===== config.mk =====
export PLATFORM = sky130hd
export DESIGN_NAME = crsf_frame_parser_resync_top
export DESIGN_NICKNAME = d
export VERILOG_FILES = /design/src/sv/crsfp_pkg.sv /design/src/sv/crsfp_cell.sv /design/src/sv/crsf_frame_parser_resync_top.sv
export SDC_FILE = /design/constraint.sdc
export NUM_CORES = 1
export LEC_CHECK = 0
export ABC_AREA = 1
export BUFFER_PORTS_ARGS = -buffer_cell sky130_fd_sc_hd__buf_2
export CAP_MARGIN = 20
export CORE_MARGIN = 2
export CORE_UTILIZATION = 60
export DETAILED_ROUTE_END_ITERATION = 12
export PLACE_DENSITY = 0.74
export SLEW_MARGIN = 20
export SYNTH_ARGS = -nofsm -noshare
export SYNTH_HDL_FRONTEND = slang
export SYNTH_SLANG_ARGS = --single-unit

===== constraint.sdc =====
create_clock -name i_clk -period 5.8 [get_ports i_clk]
set_clock_uncertainty 0.1 [all_clocks]
set_input_delay 1.45 -clock i_clk [delete_from_list [all_inputs] [get_ports i_clk]]
set_output_delay 1.45 -clock i_clk [all_outputs]
set_load 0.02 [all_outputs]

===== src/sv/crsfp_pkg.sv =====
package crsfp_pkg;

    localparam int MAX_PACKET = 64;
    localparam int ADDR_W = $clog2(MAX_PACKET);
    localparam int CNT_W = ADDR_W + 1;

    // Configuration register indexes.
    localparam logic [7:0] REG_CRC_POLY = 8'd0;
    localparam logic [7:0] REG_EXT_MIN  = 8'd1;
    localparam logic [7:0] REG_MIN_LEN  = 8'd2;
    localparam logic [7:0] REG_MAX_LEN  = 8'd3;

    // Control that every cell of the byte chain sees.
    typedef struct packed {
        logic shift;
        logic load;
    } t_cell_ctl;

    // One byte of an MSB-first CRC-8 with zero initial value.
    function automatic logic [7:0] crc8_byte(input logic [7:0] crc, input logic [7:0] b,
                                             input logic [7:0] poly);
        logic [7:0] c;
        c = crc ^ b;
        for (int i = 0; i < 8; i++) begin
            c = c[7] ? ({c[6:0], 1'b0} ^ poly) : {c[6:0], 1'b0};
        end
        return c;
    endfunction

endpackage


===== src/sv/crsfp_cell.sv =====
module crsfp_cell (
    input  logic                  i_clk,
    input  crsfp_pkg::t_cell_ctl  i_ctl,
    input  logic [7:0]            i_byte,
    input  logic [7:0]            i_next,
    output logic [7:0]            o_byte
);
    import crsfp_pkg::*;

    logic [7:0] r_byte;

    // A load takes the new byte; a shift takes the neighbor's byte.
    always_ff @(posedge i_clk) begin
        if (i_ctl.load) begin
            r_byte <= i_byte;
        end else if (i_ctl.shift) begin
            r_byte <= i_next;
        end
    end

    assign o_byte = r_byte;
endmodule


===== src/sv/crsf_frame_parser_resync_top.sv =====
// A byte that completes a frame is resynced one byte per cycle, then the frame check
// makes one full rotation of the 64-cell byte chain.
// A new byte is taken only in idle: a failed check is followed by a tail drop, a passing
// one by a header skip, the result transactions and a tail drop.
// Reset (synchronous, active low) empties the buffer and restores register defaults.
module crsf_frame_parser_resync_top (
    input  logic        i_clk,
    input  logic        i_rst_n,
    input  logic        i_cfg_valid,
    output logic        o_cfg_ready,
    input  logic [7:0]  i_cfg_index,
    input  logic [7:0]  i_cfg_data,
    input  logic        i_s_tvalid,
    output logic        o_s_tready,
    input  logic [7:0]  i_s_tdata,   // rx_byte
    output logic        o_m_tvalid,
    input  logic        i_m_tready,
    // device_address, frame_type, destination, source, payload_length,
    // payload_index, payload_byte, zero pad
    output logic [55:0] o_m_tdata,
    output logic [1:0]  o_m_tuser,   // is_extended, has_payload
    output logic        o_m_tlast
);
    import crsfp_pkg::*;

    localparam logic [2:0] ST_IDLE  = 3'd0;
    localparam logic [2:0] ST_SYNC  = 3'd1;
    localparam logic [2:0] ST_CHECK = 3'd2;
    localparam logic [2:0] ST_HEAD  = 3'd3;
    localparam logic [2:0] ST_EMIT  = 3'd4;
    localparam logic [2:0] ST_DROP  = 3'd5;

    logic [2:0]       r_state, n_state;
    logic [CNT_W-1:0] r_cnt, n_cnt;
    logic [7:0]       r_poly, r_ext_min;
    logic [5:0]       r_min_len, r_max_len;
    logic [7:0]       r_addr, r_type, r_dest, r_src, n_addr, n_type, n_dest, n_src;
    logic             r_ext, n_ext, r_ok, n_ok;
    logic [5:0]       r_len, n_len, r_plen, n_plen, r_idx, n_idx;
    logic [ADDR_W-1:0] r_k, n_k;
    logic [7:0]       r_crc, n_crc;
    logic [2:0]       r_drop, n_drop;
    logic             w_shift, w_append, w_full, w_s_acc, w_m_acc, w_last, w_cur_ext;
    logic [7:0]       w_bytes [MAX_PACKET];
    logic [CNT_W-1:0] w_size;

    assign w_s_acc = i_s_tvalid && o_s_tready;
    assign w_m_acc = o_m_tvalid && i_m_tready;
    assign w_full = (r_cnt == CNT_W'(MAX_PACKET));
    assign w_append = w_s_acc;
    assign w_size = CNT_W'(w_bytes[1]) + CNT_W'(2);
    assign w_cur_ext = (w_bytes[2] >= r_ext_min);
    assign w_last = (r_plen == 6'd0) || (r_idx == r_plen - 6'd1);

    // Byte chain; cell 0 is the oldest byte and the last cell wraps to cell 0.
    for (genvar g = 0; g < MAX_PACKET; g++) begin : g_cell
        t_cell_ctl w_ctl;
        assign w_ctl.shift = w_shift || (w_append && w_full);
        assign w_ctl.load = w_append && (w_full ? (g == MAX_PACKET - 1)
                                                : (r_cnt[ADDR_W-1:0] == ADDR_W'(g)));
        crsfp_cell u_cell (
            .i_clk  (i_clk),
            .i_ctl  (w_ctl),
            .i_byte (i_s_tdata),
            .i_next (w_bytes[(g + 1) % MAX_PACKET]),
            .o_byte (w_bytes[g])
        );
    end

    // Configuration registers.
    always_ff @(posedge i_clk) begin
        if (!i_rst_n) begin
            r_poly <= 8'd213;
            r_ext_min <= 8'd40;
            r_min_len <= 6'd2;
            r_max_len <= 6'd62;
        end else if (i_cfg_valid) begin
            case (i_cfg_index)
                REG_CRC_POLY: r_poly <= i_cfg_data;
                REG_EXT_MIN:  r_ext_min <= i_cfg_data;
                REG_MIN_LEN:  r_min_len <= i_cfg_data[5:0];
                REG_MAX_LEN:  r_max_len <= i_cfg_data[5:0];
                default: ;
            endcase
        end
    end
    assign o_cfg_ready = 1'b1;

    // Sequencer: resync, CRC rotation, header skip, result run and tail drop.
    always_comb begin
        n_state = r_state;
        n_cnt = r_cnt;
        n_addr = r_addr;
        n_type = r_type;
        n_dest = r_dest;
        n_src = r_src;
        n_ext = r_ext;
        n_ok = r_ok;
        n_len = r_len;
        n_plen = r_plen;
        n_idx = r_idx;
        n_k = r_k;
        n_crc = r_crc;
        n_drop = r_drop;
        w_shift = 1'b0;
        case (r_state)
            ST_IDLE: begin
                if (w_s_acc) begin
                    if (!w_full) begin
                        n_cnt = r_cnt + CNT_W'(1);
                    end
                    n_state = ST_SYNC;
                end
            end
            ST_SYNC: begin
                if (r_cnt < CNT_W'(2)) begin
                    n_state = ST_IDLE;
                end else if (w_bytes[1] < 8'(r_min_len) || w_bytes[1] > 8'(r_max_len)) begin
                    w_shift = 1'b1;
                    n_cnt = r_cnt - CNT_W'(1);
                end else if (r_cnt < w_size) begin
                    n_state = ST_IDLE;
                end else begin
                    n_addr = w_bytes[0];
                    n_type = w_bytes[2];
                    n_ext = w_cur_ext;
                    n_dest = w_cur_ext ? w_bytes[3] : 8'd0;
                    n_src = w_cur_ext ? w_bytes[4] : 8'd0;
                    n_len = w_bytes[1][5:0];
                    n_plen = w_bytes[1][5:0] - (w_cur_ext ? 6'd4 : 6'd2);
                    n_drop = w_cur_ext ? 3'd5 : 3'd3;
                    n_idx = 6'd0;
                    n_k = '0;
                    n_crc = 8'd0;
                    n_ok = 1'b0;
                    // A short frame fails at once, like a CRC error.
                    if (w_bytes[1] < (w_cur_ext ? 8'd4 : 8'd2)) begin
                        n_state = ST_DROP;
                    end else begin
                        n_state = ST_CHECK;
                    end
                end
            end
            ST_CHECK: begin
                // Cell 2 shows the byte k positions after the type byte.
                w_shift = 1'b1;
                n_k = r_k + ADDR_W'(1);
                if (6'(r_k) < r_len - 6'd1) begin
                    n_crc = crc8_byte(r_crc, w_bytes[2], r_poly);
                end else if (6'(r_k) == r_len - 6'd1) begin
                    n_ok = (w_bytes[2] == r_crc);
                end
                if (r_k == ADDR_W'(MAX_PACKET - 1)) begin
                    n_state = n_ok ? ST_HEAD : ST_DROP;
                end
            end
            ST_HEAD: begin
                w_shift = 1'b1;
                n_cnt = r_cnt - CNT_W'(1);
                n_drop = r_drop - 3'd1;
                if (r_drop == 3'd1) begin
                    n_state = ST_EMIT;
                end
            end
            ST_EMIT: begin
                if (w_m_acc) begin
                    if (r_plen != 6'd0) begin
                        w_shift = 1'b1;
                        n_cnt = r_cnt - CNT_W'(1);
                        n_idx = r_idx + 6'd1;
                    end
                    if (w_last) begin
                        n_state = ST_DROP;
                    end
                end
            end
            ST_DROP: begin
                w_shift = 1'b1;
                n_cnt = r_cnt - CNT_W'(1);
                n_state = ST_IDLE;
            end
            default: n_state = ST_IDLE;
        endcase
    end

    always_ff @(posedge i_clk) begin
        if (!i_rst_n) begin
            r_state <= ST_IDLE;
            r_cnt <= '0;
        end else begin
            r_state <= n_state;
            r_cnt <= n_cnt;
        end
    end

    always_ff @(posedge i_clk) begin
        r_addr <= n_addr;
        r_type <= n_type;
        r_dest <= n_dest;
        r_src <= n_src;
        r_ext <= n_ext;
        r_ok <= n_ok;
        r_len <= n_len;
        r_plen <= n_plen;
        r_idx <= n_idx;
        r_k <= n_k;
        r_crc <= n_crc;
        r_drop <= n_drop;
    end

    // Result fields come straight from registers and the head cell.
    assign o_s_tready = (r_state == ST_IDLE);
    assign o_m_tvalid = (r_state == ST_EMIT);
    assign o_m_tdata = {4'd0, (r_plen != 6'd0) ? w_bytes[0] : 8'd0, r_idx, r_plen,
                        r_src, r_dest, r_type, r_addr};
    assign o_m_tuser = {(r_plen != 6'd0), r_ext};
    assign o_m_tlast = w_last;

    // The buffer never holds more than its capacity.
    a_cnt_max: assert property (@(posedge i_clk) disable iff (!i_rst_n)
        r_cnt <= CNT_W'(MAX_PACKET)) else $error("buffer count overflow");

    // Input and output are never open at the same time.
    a_excl: assert property (@(posedge i_clk) disable iff (!i_rst_n)
        !(o_s_tready && o_m_tvalid)) else $error("input and output both active");

    // An accepted byte is always followed by a resync pass.
    a_sync: assert property (@(posedge i_clk) disable iff (!i_rst_n)
        w_s_acc |=> (r_state == ST_SYNC)) else $error("no resync after byte");

endmodule

; ---- Yosys cells after proc, flatten, opt, wreduce, memory -nomap -nowiden
; Index checks and enable logic that the tools add are counted.
[totals]
in_bits = 29
out_inout_bits = 62
reg_bits = 619
wordCells = 606
[op_classes]
bitwise = 12
n_reduce_logical = 156
n_eq_ne = 90
muxes = 250
order_cmp = 7
add_sub_neg = 9
[op_table]
columns = op, count
row1 = two-way mux 8 bit, 141
row2 = "== test 6 bit, second input constant", 33
row3 = nonzero test 2 bit, 67
row4 = "== test 6 x 5 -> 1 bit, second input constant", 16
row5 = two-way mux 1 bit, 74
row6 = XOR 8 bit, 9
row7 = logical AND 1 bit, 67
row8 = "== test 6 x 4 -> 1 bit, second input constant", 8
row9 = two-way mux 3 bit, 16
row10 = two-way mux 7 bit, 6
row11 = two-way mux 6 bit, 5
row12 = one-hot mux 7 bit (4 select lines), 1
row13 = "== test 6 x 3 -> 1 bit, second input constant", 4
row14 = one-hot mux 6 bit (2 select lines), 2
row15 = "== test 8 x 2 -> 1 bit, second input constant", 2
row16 = "inequality test 2 bit, second input constant", 8
row17 = one-hot mux 8 bit (2 select lines), 1
row18 = one-hot mux 3 bit (5 select lines), 1
row19 = "adder 6 x 1 -> 6 bit, second input constant", 2
row20 = "== test 6 x 2 -> 1 bit, second input constant", 2
row21 = == test 6 bit, 2
row22 = logical NOT 6 bit, 2
row23 = AND reduction 4 bit, 3
row24 = AND reduction 6 bit, 2
row25 = other kinds (36), 50

; ---- Logic depth before layout (Yosys ltp)
; Gate-level depths: netlist (run 1).
[logic_depth]
ltp_word = 19
mapped_depth = 29

; ---- Modules after synthesis
; Synthesis (run 1) repeated with hierarchy kept, for this count alone.
[unflattened]
hier_cells = 3223
hier_area_um2 = 29914.9
[modules_own_cells]
columns = mod, cells_each, n_inst, area_each_um2
row1 = crsfp_cell, 35, 64, 351.6
row2 = crsf_frame_parser_resync_top, 983, 1, 7413.4

; ---- Worst setup path before layout (run 1)
; No wires, ideal clock.
[synth_path]
path_kind = register to output
startpoint = register r_plen[1]
endpoint = output o_m_tlast
required_ns = 4.250
arrival_time_ns = 2.000
setup_slack_ns = 2.250
n_path_buf = 0
stages_incl_launch_ff = 11
cell_sequence = edfxtp_1 > inv_1 > ha_1 > inv_1 > or2_2 > nor2_1 > nand2_1 > nand2_1 > xor2_1 > nand4_1 > o21ai_0
[synth_between]
elab_chain_len = 3
elab_cells_between_ends = 4
[synth_rtl]
columns = item, line
row1 = "start, declared", crsf_frame_parser_resync_top.sv:39  ; logic [5:0] r_len, n_len, r_plen, n_plen, r_idx, n_idx;
row2 = "start signal, assigned", crsf_frame_parser_resync_top.sv:204  ; r_plen <= n_plen;
row3 = subtractor 6 x 1 -> 6 bit, crsf_frame_parser_resync_top.sv:53  ; assign w_last = (r_plen == 6'd0) || (r_idx == r_plen - 6'd1);
row4 = == test 6 bit, crsf_frame_parser_resync_top.sv:53
row5 = logical OR 1 bit (*), crsf_frame_parser_resync_top.sv:53
row6 = "end, declared", crsf_frame_parser_resync_top.sv:22  ; output logic o_m_tlast
; Mark *: on every way between the ends. The rest lies on a longest branch, timed or not.

==> results of run 1 <==
## logic make-up (layout without fill, tap and decap cells)
kind of cell	count (synthesis)	after routing
adders and majority gates	47	47
xor gates and xnor gates	52	52
other	2	5
AOI/OAI and AO/OA	637	637
DFF	618	618
buffers and inverters	321	384
and+or+nand+nor	1044	1044
## per-stage QoR
step                instances  hold slack (ns)  worst slack, ns  total power [µW]
floorplan                2724           0.3353            2.250             14390
global placement         3279           0.3516            1.676             15880
detailed placement       3279           0.3594            1.727             16170
CTS                      3394           0.3669            1.413             20320
global route             3394           0.3774            1.230             21670
finish                   3394           0.3662            1.425             20300
## metal layers
layer | routed length, µm | global-route usage, %
met2 | 30840 | 44.09
met5 | 20 | 0
met3 | 5368 | 5.121
met1 | 26620 | 35.67
met4 | 2223 | 10.94
## sequential cells by signal, summed over array words and instances, names as in the netlist, 7 cells and up
signal	count
r_src	8
r_poly	8
r_dest	8
r_addr	8
r_cnt	7
r_type	8
r_crc	8
r_ext_min	8
g_cell.u_cell.o_byte	512
## critical path: cells and delay by family, from the launching register on
kind                       cells  cell delay [ns]
DFF                            1             0.42
buffers and inverters          3             0.47
xor gates and xnor gates       1             0.18
AOI/OAI and AO/OA              1             0.32
adders and majority gates      1             0.18
and+or+nand+nor                5             0.65
## area by class of cell
type                       instances  area (µm²)  area share, %
clock buffer                      70        1592          5.177
clock inverter                    45       467.9          1.522
inverter                         168       634.4          2.063
multi-input combinational       1785        8566          27.86
sequential                       618       18180          59.13
tap                              607       759.5          2.470
timing repair buffer             101       545.5          1.775
## path summary, 6_finish.rpt
kind / start / end / slack, ns
worst max register to register: r_cnt[4] / g_cell[49].u_cell.o_byte[6] / 1.78
worst max-delay path: r_len[0] / o_m_tlast / 1.43
worst min register to register: r_ext_min[1] / r_ext_min[1] / 0.37
worst min-delay path: r_ext_min[1] / r_ext_min[1] / 0.37
## cell usage in the layout, fill, tap and decap left out, drive strengths merged, types with 2 or more instances in the layout
| cell | netlist | routed |
|---|---|---|
| nand2 | 850 | 850 |
| edfxtp | 580 | 580 |
| o21ai | 556 | 556 |
| inv | 158 | 165 |
| buf | 16 | 101 |
| nor2 | 93 | 93 |
| clkbuf | 137 | 70 |
| nand3 | 64 | 64 |
| a21oi | 52 | 52 |
| ha | 45 | 45 |
| dfxtp | 38 | 38 |
| xnor2 | 31 | 31 |
| clkinv | 10 | 31 |
| xor2 | 21 | 21 |
| o211ai | 18 | 18 |
| nand4 | 14 | 14 |
| nor3 | 13 | 13 |
| clkinvlp | 0 | 9 |
| bufinv | 0 | 8 |
| conb | 2 | 5 |
| or2 | 3 | 3 |
| o21a | 2 | 2 |
| a21boi | 2 | 2 |
| nor4 | 2 | 2 |
| nor3b | 2 | 2 |
| fa | 2 | 2 |
| a2111oi | 2 | 2 |
## power by group through the flow
stage | Combinational (µW) | Sequential, µW | Clock (µW)
final | 7340 | 8910 | 4050
after CTS | 7340 | 8900 | 4090
after floorplan | 5880 | 8510 | 0
after global routing | 8360 | 9060 | 4250
after detailed placement | 7260 | 8910 | 0
after global placement | 6940 | 8940 | 0
==> reports/results.tsv, run 1 <==
metric	value	unit
area.growth.synth_to_final	9.776	%
critPathMaxStageDelay	0.42	ns
synthXorXnorAreaFrac	1.626	%
min_path_type	flop to flop	
post_synth_and_or_nand_nor_area_fraction	15.02	%
antenna_found_initial	2	
synth_common_cells	nand2_1 (835), edfxtp_1 (580), o21ai_0 (555)	
cts_buffer_depth	3	
die-width	220.0	µm
coreArea	46360	µm²
cts_made_buffers	61	
root_buffer	clkbuf_16	
drv_cap	0	
crit_fanout	5	
portBuffers	85	
n_antenna_cell	0	
grt_pass1_vias	18360	
tns	0	ns
muxShareOfSynthArea	0	%
dieArea	48420	µm²
netlist_instances	2721	
synth_edf_count	580	
grt_max_degree	65	
clkSinkCount	618	
p_sw_share	38.04	%
ant_nets	0	
ys_ff_latch	618	
cts_tree	built	
synth_compound_area_share	11.71	%
arrival	2.82	ns
insertion_delay	0.62	ns
yosys_warnings	0	
post-route-util	66.31	%
combPwrFrac	36.1	%
rsz0062_at_grt	no	
cp_cell_sequence	inv_1 > ha_1 > inv_1 > or2_2 > nor2_1 > nand2_1 > nand2_1 > xor2_1 > nand4_1 > o21ai_0 > buf_2	
p_seq_share	43.9	%
drive_gt1_share	8.863	%
ys.flop_type	edfxtp_1	
p_switching	7725	µW
path_clk_slew	0.06	ns
place_area	28680	µm²
crit_path_end_kind	output port	
worstPathRequired	4.25	ns
p_int	12580	µW
wl	65070	µm
fin_crit	4.375	ns
drt-initial-drc-count	2248	
worstSetupPathType	flop to output port	
start_util	60.41	%
final.period_utilization	75.42	%
drv_slew	0	
synth_top_cell_by_area	edfxtp_1	
synth_top_family_by_area	simple AND/OR/NAND/NOR gates	
io_pins	91	
drtPass1Iterations	6	
cpMaxStageDelayCell	edfxtp_1	
holdPathStages	2	
irDropWorstVdd	1.363	mV
synth.distinct_cells	44	
die_h	220.0	µm
vias_per_cell	5.810	
synthAdderAreaFrac	2.154	%
slew_headroom	33.67	%
reg2regPathDepth	11	
yosysMostFrequentCell	nand2_1	
fmax	0.2286	GHz
postCtsSetupRepairBufs	0	
detail_route.wl_per_cell	19.17	µm
hold_viol	0	
dpl.hpwl	40510	µm
run_status	complete, no violations	
yosysTopAreaCellShare	62.19	%
cts.htree.levels	2	
tightest_slew	0.9912	ns
finalSetupViolCount	0	
ctsResizeCount	0	
async_flop_share	0	%
globalRouteOverflowTotal	0	
drc	0	
avgSynthCellArea	10.29	µm²
p_leak	0.01276	µW
grt_pass1_wl	99500	µm
synth_area_leaders	edfxtp_1 (62%), nand2_1 (11%), o21ai_0 (9.9%)	
p_clk_share	20.0	%
num_rows	79	
nets	2811	
critPathLaunchType	flop	
fillers	3397	
gp_congestion	0.8730	
num_vias	19720	
finalInstanceArea	30740	µm²
synth-seq-area-share	64.91	%
hold_buffers	0	
powerDensity	660.5	nW/µm²
syn_area	28000	µm²
grt_util_all_layers	26.95	%
(Power assumes the default switching activity.)
==> inputs of run 2 (changes only) <==
--- a/config.mk
+++ b/config.mk
@@ -9,9 +9,9 @@
 export BUFFER_PORTS_ARGS = -buffer_cell sky130_fd_sc_hd__buf_2
 export CAP_MARGIN = 20
 export CORE_MARGIN = 2
-export CORE_UTILIZATION = 60
+export CORE_UTILIZATION = 56
 export DETAILED_ROUTE_END_ITERATION = 12
-export PLACE_DENSITY = 0.74
+export PLACE_DENSITY = 0.73
 export SLEW_MARGIN = 20
 export SYNTH_ARGS = -nofsm -noshare
 export SYNTH_HDL_FRONTEND = slang
==> constraint.sdc (replaced) <==
create_clock -name i_clk -period 3.99 [get_ports i_clk]
set_clock_uncertainty 0.1 [all_clocks]
set_input_delay 0.9975 -clock i_clk [delete_from_list [all_inputs] [get_ports i_clk]]
set_output_delay 0.9975 -clock i_clk [all_outputs]
set_load 0.02 [all_outputs]
==> run 2 against run 1 <==
  * Final cell count rose by 3.3%
  * Sequential cell count did not move
  * First-iteration DRC count fell by 12%
  * Total power rose by 42%
  * Wire length rose by 1.3%
  * Final area rose by 1.0%
  * Register-to-register slack got worse by 1.4 ns
  * Core utilization fell by 3.1 points
  * Critical endpoint unchanged
==> reports/results.tsv, run 2 (synthesis gave the netlist of run 1 again) <==
metric	value	unit	change
start_util	56.97	%	was 60.41%
tightest_slew	0.9770	ns	was 0.9912 ns
path_clk_slew	0.06	ns	about the same
die-width	227.6	µm	was 220.0 µm
detail_route.wl_per_cell	18.80	µm	was 19.17 µm
coreArea	49150	µm²	was 46,360 µm²
grt_util_all_layers	25.37	%	was 26.95%
grt_max_degree	65		unchanged
irDropWorstVdd	0.9463	mV	was 1.363 mV
min_path_type	flop to flop		unchanged
critPathMaxStageDelay	0.43	ns	was 0.42 ns
slew_headroom	34.43	%	was 33.67%
cpMaxStageDelayCell	edfxtp_1		unchanged
dieArea	51810	µm²	was 48,420 µm²
p_leak	0.01293	µW	was 0.01276 µW
nets	2874		was 2,811
combPwrFrac	37.4	%	was 36.1%
vias_per_cell	5.718		was 5.810
drc	0		unchanged
wl	65910	µm	was 65,070 µm
n_antenna_cell	0		unchanged
p_clk_share	18.1	%	was 20.0%
p_switching	10920	µW	was 7725 µW
drv_slew	0		unchanged
run_status	complete, no violations		unchanged
portBuffers	85		unchanged
p_sw_share	37.90	%	was 38.04%
hold_viol	0		unchanged
crit_fanout	5		unchanged
final_cell_mix	nand2_1 (835), edfxtp_1 (580), o21ai_0 (554), inv_1 (155), nor2_1 (88)		was nand2_1 (835), edfxtp_1 (580), o21ai_0 (555), inv_1 (156), nor2_1 (87)
drive_gt1_share	9.958	%	was 8.863%
critPathLaunchType	flop		unchanged
globalRouteOverflowTotal	0		unchanged
worstPathRequired	2.89	ns	was 4.25 ns
gp_congestion	0.9192		was 0.8730
powerDensity	927.2	nW/µm²	was 660.5 nW/µm²
hold_buffers	0		unchanged
critical_path_buf_inv_count	3		unchanged
num_rows	81		was 79
fin_crit	3.773	ns	
arrival	2.68	ns	was 2.82 ns
tns	0	ns	unchanged
cts_made_buffers	59		was 61
post_layout_nonfiller_instances	3506		was 3,394
finalSetupViolCount	0		unchanged
cp_cell_sequence	inv_1 > ha_1 > inv_1 > or2_2 > nor2_1 > nand2_1 > nand2_1 > xor2_1 > nand4_1 > o21ai_2 > buf_2		was inv_1 > ha_1 > inv_1 > or2_2 > nor2_1 > nand2_1 > nand2_1 > xor2_1 > nand4_1 > o21ai_0 > buf_2
largest_reg_flops	512		unchanged
ant_nets	0		unchanged
antenna_found_initial	0		was 2
fmax	0.2650	GHz	
cts_tree	built		unchanged
grt_pass1_wl	101600	µm	was 99,500 µm
final_common_cell	nand2_1		unchanged
grt_pass1_vias	19150		was 18,360
crit_path_end_kind	output port		unchanged
num_vias	20050		was 19,720
drv_cap	0		unchanged
cts_buffer_depth	3		unchanged
cts.htree.levels	2		unchanged
clkSinkCount	618		unchanged
area.growth.synth_to_final	10.92	%	was 9.776%
drt-initial-drc-count	1982		was 2,248
p_int	17880	µW	was 12,580 µW
critPathTopFamily	simple AND/OR/NAND/NOR gates		unchanged
p_seq_share	44.5	%	was 43.9%
root_buffer	clkbuf_16		unchanged
drtPass1Iterations	5		was 6
final.period_utilization	94.57	%	
dpl.hpwl	43470	µm	was 40,510 µm
worstSetupPathType	flop to output port		unchanged
insertion_delay	0.62	ns	about the same
dpl.cell_count	3401		was 3,279
rsz0062_at_grt	no		unchanged
die_h	227.6	µm	was 220.0 µm
io_pins	91		unchanged
run 2: cell count changes in the layout (fill, tap and decap cells not counted), sizes merged:
cell      delta
buf         +65
clkinvlp     -7
clkinv       -9
inv          +2
clkbuf      +10
bufinv       -6
run 2: worst paths after layout:
| path | from | endpoint | slack [ns] | cells after the start |
|---|---|---|---|---|
| worst max register to register | g_cell[2].u_cell.o_byte[6] | r_crc[6] | 0.41 | 24 |
| worst min-delay path | r_min_len[4] | r_min_len[4] | 0.37 | 2 |
| worst min register to register | r_min_len[4] | r_min_len[4] | 0.37 | 2 |
| worst max-delay path | r_len[0] | o_m_tlast | 0.22 | 11 |
run 2: repair_timing:
action,4_1_cts,5_1_grt
gates resized for setup,1,3
pin swaps,0,0
endpoints found under the setup margin,1,5
buffers inserted,0,0
run 2: per-layer routing:
metal / share of wire, % / track usage (%) / up-vias
met3: 7.3 / 4.281 / 141
li1: - / - / 9504
met1: 41 / 33.82 / 9639
met4: 3.5 / 9.424 / 0
met2: 48 / 42.15 / 765
met5: 0 / 0 / -
run 2: area by class of cell:
| cell class | count | area (µm²) |
|---|---|---|
| Clock buffer | 80 | 1577 |
| Clock inverter | 25 | 178.9 |
| Fill cell | 3869 | 18090 |
| Inverter | 168 | 630.6 |
| Multi-Input combinational cell | 1785 | 8572 |
| Sequential cell | 618 | 18180 |
| Tap cell | 664 | 830.8 |
| Timing Repair Buffer | 166 | 1096 |
run 2: power groups by stage:
stage / sequential, µW / clock, µW / combinational, µW
finish: 12800 / 5230 / 10800
global route: 13100 / 5520 / 12300
CTS: 12800 / 5290 / 10600
detailed placement: 12900 / 0 / 10500
global placement: 12800 / 0 / 10200
floorplan: 12400 / 0 / 8550
run 2: tightest hold or removal path, stage by stage (launching register included):
cell	delay (ns)
dfxtp_1	0.30
inv_1	0.07
a21oi_1	0.06
run 2: per-stage QoR:
stage / utilization (%) / hold slack, ns / total power, µW / setup WS (ns) / instance area [µm²]
after global routing: 63.19 / 0.3877 / 30860 / 0.01066 / 31060
after floorplan: - / 0.3353 / 20920 / 0.7671 / 28020
after CTS: 63.18 / 0.3760 / 28730 / 0.05049 / 31050
after global placement: 59.61 / 0.3514 / 23050 / 0.5545 / 29300
final: 63.19 / 0.3706 / 28800 / 0.2168 / 31060
after detailed placement: 59.61 / 0.3656 / 23410 / 0.4126 / 29300
==> inputs of run 3 (changes only) <==
--- a/config.mk
+++ b/config.mk
@@ -9,10 +9,11 @@
 export BUFFER_PORTS_ARGS = -buffer_cell sky130_fd_sc_hd__buf_2
 export CAP_MARGIN = 20
 export CORE_MARGIN = 2
-export CORE_UTILIZATION = 56
+export CORE_UTILIZATION = 57
 export DETAILED_ROUTE_END_ITERATION = 12
-export PLACE_DENSITY = 0.73
+export PLACE_DENSITY = 0.74
 export SLEW_MARGIN = 20
 export SYNTH_ARGS = -nofsm -noshare
 export SYNTH_HDL_FRONTEND = slang
+export SYNTH_HIERARCHICAL = 1
 export SYNTH_SLANG_ARGS = --single-unit
==> run 3 against run 2 <==
  * First-iteration DRC count is 13% lower
  * Total power is 1.3% higher
  * Clock-buffer cell count is 3 lower
  * Critical endpoint unchanged
  * Register-to-register slack better by 0.23 ns
  * Global-route usage is 0.42 points higher
  * Setup slack worse by 0.025 ns
  * Maximum frequency is 0.67% lower
  * Critical path depth is 1 lower
  * Wire length is 4.8% higher
  * Combinational power is 4% lower
==> reports/results.tsv, run 3 <==
metric	value	unit	change
tns	0	ns	unchanged
p_int	18350	µW	was 17,880 µW
dpl.hpwl	44920	µm	was 43,470 µm
crit_fanout	5		unchanged
netlist_instances	3223		was 2,721
powerDensity	880.0	nW/µm²	was 927.2 nW/µm²
detail_route.wl_per_cell	16.85	µm	was 18.80 µm
grt_pass1_wl	110100	µm	was 101,600 µm
synth-seq-area-share	60.76	%	was 64.91%
wl	69080	µm	was 65,910 µm
drv_cap	0		unchanged
post-route-util	64.27	%	was 63.19%
cts_buffer_depth	3		unchanged
synth_edf_count	580		unchanged
root_buffer	clkbuf_16		unchanged
fmax	0.2633	GHz	was 0.2650 GHz
p_switching	10840	µW	was 10,920 µW
synth.distinct_cells	47		was 44
synth_common_cells	nand2_1 (1,757), edfxtp_1 (580), inv_1 (144)		was nand2_1 (835), edfxtp_1 (580), o21ai_0 (555)
p_seq_share	43.3	%	was 44.5%
clkSinkCount	618		unchanged
yosys_warnings	6		was 0
final.period_utilization	95.20	%	was 94.57%
dieArea	54330	µm²	was 51,810 µm²
setup_slack	0.1914	ns	was 0.2168 ns
postCtsSetupRepairBufs	0		unchanged
num_rows	83		was 81
place_area	31020	µm²	was 29,300 µm²
async_flop_share	0	%	unchanged
yosysMostFrequentCell	nand2_1		unchanged
start_util	57.96	%	was 56.97%
crit_path_end_kind	output port		unchanged
irDropWorstVdd	0.6369	mV	was 0.9463 mV
final_cell_mix	nand2_1 (1,757), edfxtp_1 (580), inv_1 (144), nor2_1 (131)		was nand2_1 (835), edfxtp_1 (580), o21ai_0 (554), inv_1 (155), nor2_1 (88)
vias_per_cell	5.382		was 5.718
rsz0062_at_grt	no		unchanged
coreArea	51610	µm²	was 49,150 µm²
grt_util_all_layers	25.79	%	was 25.37%
insertion_delay	0.60	ns	was 0.62 ns
drive_gt1_share	11.11	%	was 9.958%
final_common_cell	nand2_1		unchanged
globalRouteOverflowTotal	0		unchanged
hold_viol	0		unchanged
grt_max_degree	65		unchanged
drv_slew	0		unchanged
p_clk_share	20.9	%	was 18.1%
largest_reg_flops	512		unchanged
arrival	2.70	ns	was 2.68 ns
fin_crit	3.799	ns	was 3.773 ns
grt_pass1_vias	21480		was 19,150
antenna_found_initial	0		unchanged
drc	0		unchanged
n_antenna_cell	0		unchanged
cts_made_buffers	66		was 59
syn_area	29910	µm²	was 28,000 µm²
avgSynthCellArea	9.282	µm²	was 10.29 µm²
num_vias	22070		was 20,050
path_clk_slew	0.06	ns	about the same
fillers	4007		was 3,869
finalInstanceArea	33170	µm²	was 31,060 µm²
min_path_type	flop to flop		unchanged
ant_nets	0		unchanged
io_pins	91		unchanged
tightest_slew	0.9338	ns	was 0.9770 ns
cts.htree.levels	3		was 2
cts_tree	built		unchanged
synth_area_leaders	edfxtp_1 (58%), nand2_1 (22%), dfxtp_1 (2.5%)		was edfxtp_1 (62%), nand2_1 (11%), o21ai_0 (9.9%)
p_leak	0.01474	µW	was 0.01293 µW
yosysTopAreaCellShare	58.22	%	was 62.19%
ys_ff_latch	618		unchanged
synth_top_cell_by_area	edfxtp_1		unchanged
die_h	233.1	µm	was 227.6 µm
post-place-ws	0.6812	ns	was 0.4126 ns
finalSetupViolCount	0		unchanged
worstPathRequired	2.89	ns	about the same
combPwrFrac	35.8	%	was 37.4%
slew_headroom	37.74	%	was 34.43%
run_status	complete, no violations		unchanged
worstSetupPathType	flop to output port		unchanged
nets	3446		was 2,874
area.growth.synth_to_final	10.88	%	was 10.92%
die-width	233.1	µm	was 227.6 µm
ys.flop_type	edfxtp_1		unchanged
portBuffers	85		unchanged
p_sw_share	37.12	%	was 37.90%
critPathLaunchType	flop		unchanged
drtPass1Iterations	6		was 5
drt-initial-drc-count	1732		was 1,982
gp_congestion	0.8828		was 0.9192
## run 3: metal layers
metal / wire length (µm) / global-route usage, %
met1: 28750 / 33.90
met2: 32900 / 43.00
met3: 5112 / 4.504
met4: 2322 / 9.693
met5: 0 / 0
## run 3: layout make-up
type | instances | area (µm²) | area share (%)
flip-flops and latches | 618 | 18180 | 54.80
multi-input cells | 2297 | 10070 | 30.35
clock buffers | 77 | 1724 | 5.198
repair buffers | 173 | 1124 | 3.387
well taps | 680 | 850.8 | 2.565
inverters | 214 | 803.3 | 2.422
clock inverters | 42 | 424.2 | 1.279
## run 3: cells by family after synthesis
family	count (synthesis)	synth area share, %
simple gates	2078	27.79
mux	1	0.03346
compound gates	114	2.192
flops	618	60.76
buf+inv	311	5.659
xor+xnor	52	1.522
fa+ha+maj	47	2.016
other cells	2	0.02510
## run 3: worst paths after layout
path / from / to / slack, ns / cells past startpoint
hold / removal: r_ext_min[4] / r_ext_min[4] / 0.36 / 2
setup / recovery: r_len[0] / o_m_tlast / 0.19 / 10
setup reg to reg: g_cell[2].u_cell/o_byte[7] / r_crc[4] / 0.64 / 24
hold reg to reg: r_ext_min[4] / r_ext_min[4] / 0.36 / 2
## run 3: power groups by stage
stage	Clock (µW)	Combinational, µW	Sequential [µW]
after CTS	6180	10400	12600
after global placement	0	10000	12700
after detailed placement	0	10300	12700
after floorplan	0	8040	12200
after global routing	6420	11900	12900
final	6100	10400	12600
## run 3: worst max-delay path, cell delays in order (launching register included)
cell,delay (ns)
edfxtp_1,0.42
inv_1,0.17
ha_1,0.17
inv_1,0.05
or2_2,0.28
nor2_1,0.16
xor2_1,0.20
xor2_1,0.16
nand4_1,0.11
o21ai_2,0.19
buf_2,0.20
## run 3: repair_timing
action,CTS,global route
hold buffers,0,0
gates resized for setup,0,2
endpoints found under the setup margin,0,1
## run 3: stage by stage
stage / total power (µW) / std cells / hold slack (ns)
after floorplan: 20280 / 3226 / 0.3354
after global placement: 22680 / 3982 / 0.3485
after detailed placement: 23010 / 3982 / 0.3587
after CTS: 29230 / 4101 / 0.3670
after global routing: 31190 / 4101 / 0.3913
final: 29190 / 4101 / 0.3624
